`config.mk`:
```
export PLATFORM = sky130hd
export DESIGN_NAME = ple_ctrl
export DESIGN_NICKNAME = d
export VERILOG_FILES = /design/src/design/ple_pkg.sv /design/src/design/ple_ctrl.sv
export VERILOG_INCLUDE_DIRS = /design/src /design/src/design
export SDC_FILE = /design/constraint.sdc
export NUM_CORES = 1
export LEC_CHECK = 0
export BUFFER_PORTS_ARGS = -buffer_cell sky130_fd_sc_hd__buf_4
export CORE_AREA = 2 2 39 41
export DETAILED_ROUTE_END_ITERATION = 10
export DIE_AREA = 0 0 41 43
export SYNTH_ARGS = -nofsm -noshare
export SYNTH_HDL_FRONTEND = slang
export SYNTH_SLANG_ARGS = --single-unit
```
`constraint.sdc`:
```
create_clock -name clk_i -period 1.5 [get_ports clk_i]
set_clock_uncertainty 0.1 [all_clocks]
set_input_delay 0 -clock clk_i [delete_from_list [all_inputs] [get_ports clk_i]]
set_output_delay 0 -clock clk_i [all_outputs]
set_load 0.01 [all_outputs]
```
`src/design/piecewise_linear_eval_defines.svh`:
```
// Assertion macros for the piecewise linear evaluator.
`ifndef PIECEWISE_LINEAR_EVAL_DEFINES_SVH
`define PIECEWISE_LINEAR_EVAL_DEFINES_SVH

`ifndef NO_ASSERTIONS
// checked only while out of reset
`define PLE_ASSERT(name, prop, msg) \
  name: assert property (@(posedge clk_i) disable iff (!rst_ni) prop) else $error(msg);
// checked at every edge, reset included
`define PLE_ASSERT_ALWAYS(name, prop, msg) \
  name: assert property (@(posedge clk_i) prop) else $error(msg);
`else
`define PLE_ASSERT(name, prop, msg)
`define PLE_ASSERT_ALWAYS(name, prop, msg)
`endif

`endif

```
`src/design/ple_pkg.sv`:
```
package ple_pkg;

  localparam int unsigned MAX_SEGMENTS_DEF = 64;
  localparam int unsigned FRAC_BITS_DEF    = 16;

  localparam int unsigned DATA_W    = 32;
  localparam int unsigned COUNT_W   = 7;
  localparam int unsigned INDEX_W   = 6;
  localparam int unsigned CFG_IDX_W = 2;
  localparam int unsigned STATUS_W  = 2;
  localparam int unsigned IN_DATA_W = 136;

  // input tdata layout
  localparam int unsigned OFS_INDEX = 0;
  localparam int unsigned OFS_RIGHT = OFS_INDEX + INDEX_W;
  localparam int unsigned OFS_SLOPE = OFS_RIGHT + DATA_W;
  localparam int unsigned OFS_ICPT  = OFS_SLOPE + DATA_W;
  localparam int unsigned OFS_X     = OFS_ICPT + DATA_W;

  localparam logic [CFG_IDX_W-1:0] CFG_DOMAIN_LOW  = 2'd0;
  localparam logic [CFG_IDX_W-1:0] CFG_DOMAIN_HIGH = 2'd1;
  localparam logic [CFG_IDX_W-1:0] CFG_SEG_COUNT   = 2'd2;

  localparam logic KIND_LOAD = 1'b0;

  typedef enum logic [STATUS_W-1:0] {
    STATUS_OK,
    STATUS_OUTSIDE,
    STATUS_NO_SEG,
    STATUS_SAT
  } ple_status_e;

  typedef struct packed {
    logic take_in;
    logic step;
    logic mul;
    logic sum;
    logic out_load;
  } ple_cmd_t;

  typedef struct packed {
    logic early;
    logic search_done;
    logic found;
  } ple_stat_t;

endpackage

```
`src/design/ple_ctrl.sv`:
```
`include "piecewise_linear_eval_defines.svh"

module ple_ctrl
  import ple_pkg::*;
(
  input  logic      clk_i,
  input  logic      rst_ni,
  input  logic      in_valid_i,
  output logic      in_ready_o,
  output logic      out_valid_o,
  input  logic      out_ready_i,
  input  ple_stat_t stat_i,
  output ple_cmd_t  cmd_o
);

  typedef enum logic [2:0] {
    ST_IDLE,
    ST_SEARCH,
    ST_MUL,
    ST_SUM,
    ST_EMIT
  } state_e;

  state_e state_q, state_d;
  logic   in_ready_q, out_valid_q;

  always_comb begin
    cmd_o   = '0;
    state_d = state_q;
    case (state_q)
      ST_IDLE: begin
        if (in_valid_i && in_ready_q) begin
          cmd_o.take_in = 1'b1;
          state_d       = stat_i.early ? ST_EMIT : ST_SEARCH;
        end
      end
      ST_SEARCH: begin
        cmd_o.step = 1'b1;
        if (stat_i.search_done) begin
          state_d = stat_i.found ? ST_MUL : ST_EMIT;
        end
      end
      ST_MUL: begin
        cmd_o.mul = 1'b1;
        state_d   = ST_SUM;
      end
      ST_SUM: begin
        cmd_o.sum = 1'b1;
        state_d   = ST_EMIT;
      end
      ST_EMIT: begin
        if (!out_valid_q || out_ready_i) begin
          cmd_o.out_load = 1'b1;
          state_d        = ST_IDLE;
        end
      end
      default: state_d = ST_IDLE;
    endcase
  end

  always_ff @(posedge clk_i or negedge rst_ni) begin
    if (!rst_ni) begin
      state_q     <= ST_IDLE;
      in_ready_q  <= 1'b1;
      out_valid_q <= 1'b0;
    end else begin
      state_q     <= state_d;
      in_ready_q  <= state_d == ST_IDLE;
      out_valid_q <= cmd_o.out_load | (out_valid_q & ~out_ready_i);
    end
  end

  assign in_ready_o  = in_ready_q;
  assign out_valid_o = out_valid_q;

  `PLE_ASSERT(a_ready_idle, in_ready_q == (state_q == ST_IDLE), "ready out of step with state")
  `PLE_ASSERT(a_cmd_onehot, $onehot0(cmd_o), "more than one datapath command")
  `PLE_ASSERT(a_no_overwrite, cmd_o.out_load |-> !out_valid_q || out_ready_i, "result overwritten")

endmodule

```
==> impl_metrics.env <==
export IMPL_run_status="finished, final reports clean"
export IMPL_final_area_um2=510
export IMPL_rows=14
export IMPL_met3_usage=0.0838
export IMPL_dieArea_um2=1760
export IMPL_fmax_mhz=753
export IMPL_setup_viol=0
export IMPL_root_buffer="clkbuf_4"
export IMPL_hp_class="in -> async"
export IMPL_drt_total_wl_um=697
export IMPL_grt_max_degree=9
export IMPL_dpl_cell_area_um2=414
export IMPL_synth_compound_area_frac=0.186
export IMPL_crit_start="state_q[2]"
export IMPL_syn_nets=36
export IMPL_cp_arrival_ps=1230
export IMPL_grt_first_pass_wirelength_um=1200
export IMPL_slew_headroom=0.832
export IMPL_ys_seq_area_frac=0.426
export IMPL_grt_pass1_vias=292
export IMPL_grt_overflow_total=0
export IMPL_slew_violations=0
export IMPL_use_met2=0.147
export IMPL_period_needed_ps=1330
export IMPL_max_slew_worst_pin_slew_ps=251
export IMPL_vias_per_cell=4.04
export IMPL_clockBufferDepth=2
export IMPL_area_growth_pct=72.2
export IMPL_power_density_nw_per_um2=1740
export IMPL_synth_cell_types=18
export IMPL_rrSetupSlack_ps=390
export IMPL_routabilityCongestion=0.647
export IMPL_rsz0062_at_grt="false"
export IMPL_r2r_start="state_q[0]"
export IMPL_insertedDiodeCount=0
export IMPL_core_area_um2=1380
export IMPL_p_total_mw=0.887
export IMPL_hpwl_um=514
export IMPL_crit_type="reg -> out"
export IMPL_drc=0
export IMPL_chipHeight_um=43
export IMPL_vias=279
export IMPL_p_leak_nw=0.256
export IMPL_syn_cell_area_um2=297
export IMPL_drt_iter0_markers=5
export IMPL_fin_util=0.369
export IMPL_io_pins=14
export IMPL_avgSynthCellArea_um2=10.2
export IMPL_rr_worst_depth=3
export IMPL_regToRegEndpoint="state_q[2]"
export IMPL_io_buffers=13
export IMPL_muxShareOfSynthArea=0
export IMPL_end_kind="primary output"
export IMPL_final_nets=61
export IMPL_ys_warn_count=0
export IMPL_clk_pin_slew_ps=50
export IMPL_synth_xor_area_share=0
export IMPL_drive_gt1_frac=0.415
export IMPL_clock_latency_ps=250
export IMPL_synth_top_area_share=0.338
export IMPL_synthAdderAreaFrac=0
export IMPL_finalCritPeriodShare=0.886
export IMPL_synth_top_family_by_area="simple AND/OR/NAND/NOR gates"
export IMPL_dr_pass1_iters=2
export IMPL_slowest_delay_ps=460
export IMPL_cts_buffers=3
export IMPL_cts_setup_buffers=0
export IMPL_die_w_um=41
export IMPL_grt_antenna_before_repair=0
export IMPL_yosys_area_share_simple=0.338
export IMPL_synth_seq_cells=5
export IMPL_cts_tree="yes"
export IMPL_required_ps=1400
export IMPL_wire_per_inst_um=10.1
export IMPL_crit_end="cmd_o[3]"
export IMPL_ctsResizeCount=0
export IMPL_fin_setup_tns_ps=0
export IMPL_busiest_layer="met2"
export IMPL_crit_path_top_delay_cell="dfrtp_1"
export IMPL_cts_sinks=5
export IMPL_synth_largest_area_cell="dfrtp_1"
export IMPL_peakVddDrop_mv=0.737
export IMPL_start_util=0.214
export IMPL_h_tree_depth=1
export IMPL_path_cells="or2b_1 -> nor2_1 -> buf_4"
export IMPL_ys_top_cells_by_area="dfrtp_1, dfstp_2, nand4b_4, inv_1, nor2_1"
export IMPL_use_met1=0.118
export IMPL_worstSetupStartpointType="flop"
export IMPL_ant_nets=0
export IMPL_synthCells=29
export IMPL_worst_path_max_fanout=8
export IMPL_grt_usage=0.106
export IMPL_hold_viol_final=0
export IMPL_cap_viol_max_count=0
## worst max-delay path: cells and delay by family (launching register included)
kind,cells,cell delay [ps]
buf+inv,1,120
flops,1,460
simple gates,2,400
## cells by family after synthesis
logic type	Yosys count
flip-flops	5
AND/OR/NAND/NOR	14
buffers and inverters	4
AO/OA/AOI/OAI	6
## layer usage
metal	vias up	wire length, um
met4	0	0
met2	8	365
met5	-	0
met3	0	61
li1	148	-
met1	123	270
## worst min-delay path by stage
stage	start	to	slack, ps	cells past startpoint
after floorplan	rst_ni	out_valid_o	-400	0
after global placement	rst_ni	state_q[1]	-290	1
after detailed placement	rst_ni	state_q[1]	-290	1
after CTS	in_valid_i	state_q[0]	0.2	3
after global routing	rst_ni	in_ready_o	140	2
final	rst_ni	in_ready_o	130	2
## what timing repair did
| item | in CTS | in global routing |
|---|---|---|
| endpoints found under the setup margin | 0 | 0 |
| hold buffers | 6 | 1 |
| endpoints found under the hold margin | 9 | 1 |
## registers in the layout (all words and copies together) (netlist names)
signal       cells
in_ready_o       1
out_valid_o      1
state_q          3
## report_power, final
part           leakage, nW  total [mW]  switching [mW]  internal [mW]
Clock               0.0150       0.161          0.0604          0.101
Sequential          0.0635       0.288          0.0843          0.204
Combinational        0.178       0.437           0.196          0.241
Total                0.256       0.887           0.340          0.546
## final cells by class
type / instances / area [um^2]
clock buffers: 4 / 26.3
fillers: 143 / 873
multi-input cells: 20 / 155
inverters: 4 / 15.0
well taps: 16 / 20.0
repair buffers: 20 / 168
flip-flops and latches: 5 / 126
## cell usage after synthesis
| library cell | instances |
|---|---|
| nand4b_4 | 1 |
| o21a_1 | 1 |
| nor2_1 | 4 |
| dfstp_2 | 1 |
| nand2_1 | 1 |
| o221ai_2 | 1 |
| nand4_1 | 1 |
| inv_1 | 4 |
| nand2b_1 | 2 |
| nor2b_1 | 1 |
| o211a_1 | 1 |
| nand3_1 | 1 |
| dfrtp_1 | 4 |
| a21oi_1 | 2 |
| nand2b_2 | 1 |
| nor2_4 | 1 |
| o22ai_2 | 1 |
| or2b_1 | 1 |
## cells in the final DEF, fill, tap and decap left out
master | synthesis | routed
o211a_1 | 1 | 1
dfrtp_1 | 4 | 4
o221ai_2 | 1 | 1
a21oi_1 | 2 | 2
dfstp_2 | 1 | 1
nand2_1 | 1 | 1
or2b_1 | 1 | 1
o21a_1 | 1 | 1
nor2b_1 | 1 | 1
nand2b_2 | 1 | 1
buf_4 | 0 | 13
dlygate4sd3_1 | 0 | 7
inv_1 | 4 | 4
clkbuf_1 | 0 | 1
nand2b_1 | 2 | 2
nor2_4 | 1 | 1
clkbuf_4 | 0 | 3
nand3_1 | 1 | 1
nand4_1 | 1 | 1
o22ai_2 | 1 | 1
nor2_1 | 4 | 4
nand4b_4 | 1 | 1
## per-stage QoR
stage                     worst slack [ps]  hold slack (ps)  instances
final                                  171              132         69
after global placement                 380             -293         58
after detailed placement               388             -293         58
after floorplan                        462             -396         29
after global routing                   112              144         69
after CTS                              169            0.185         68
Note: power is estimated with default switching activity, not from simulation.
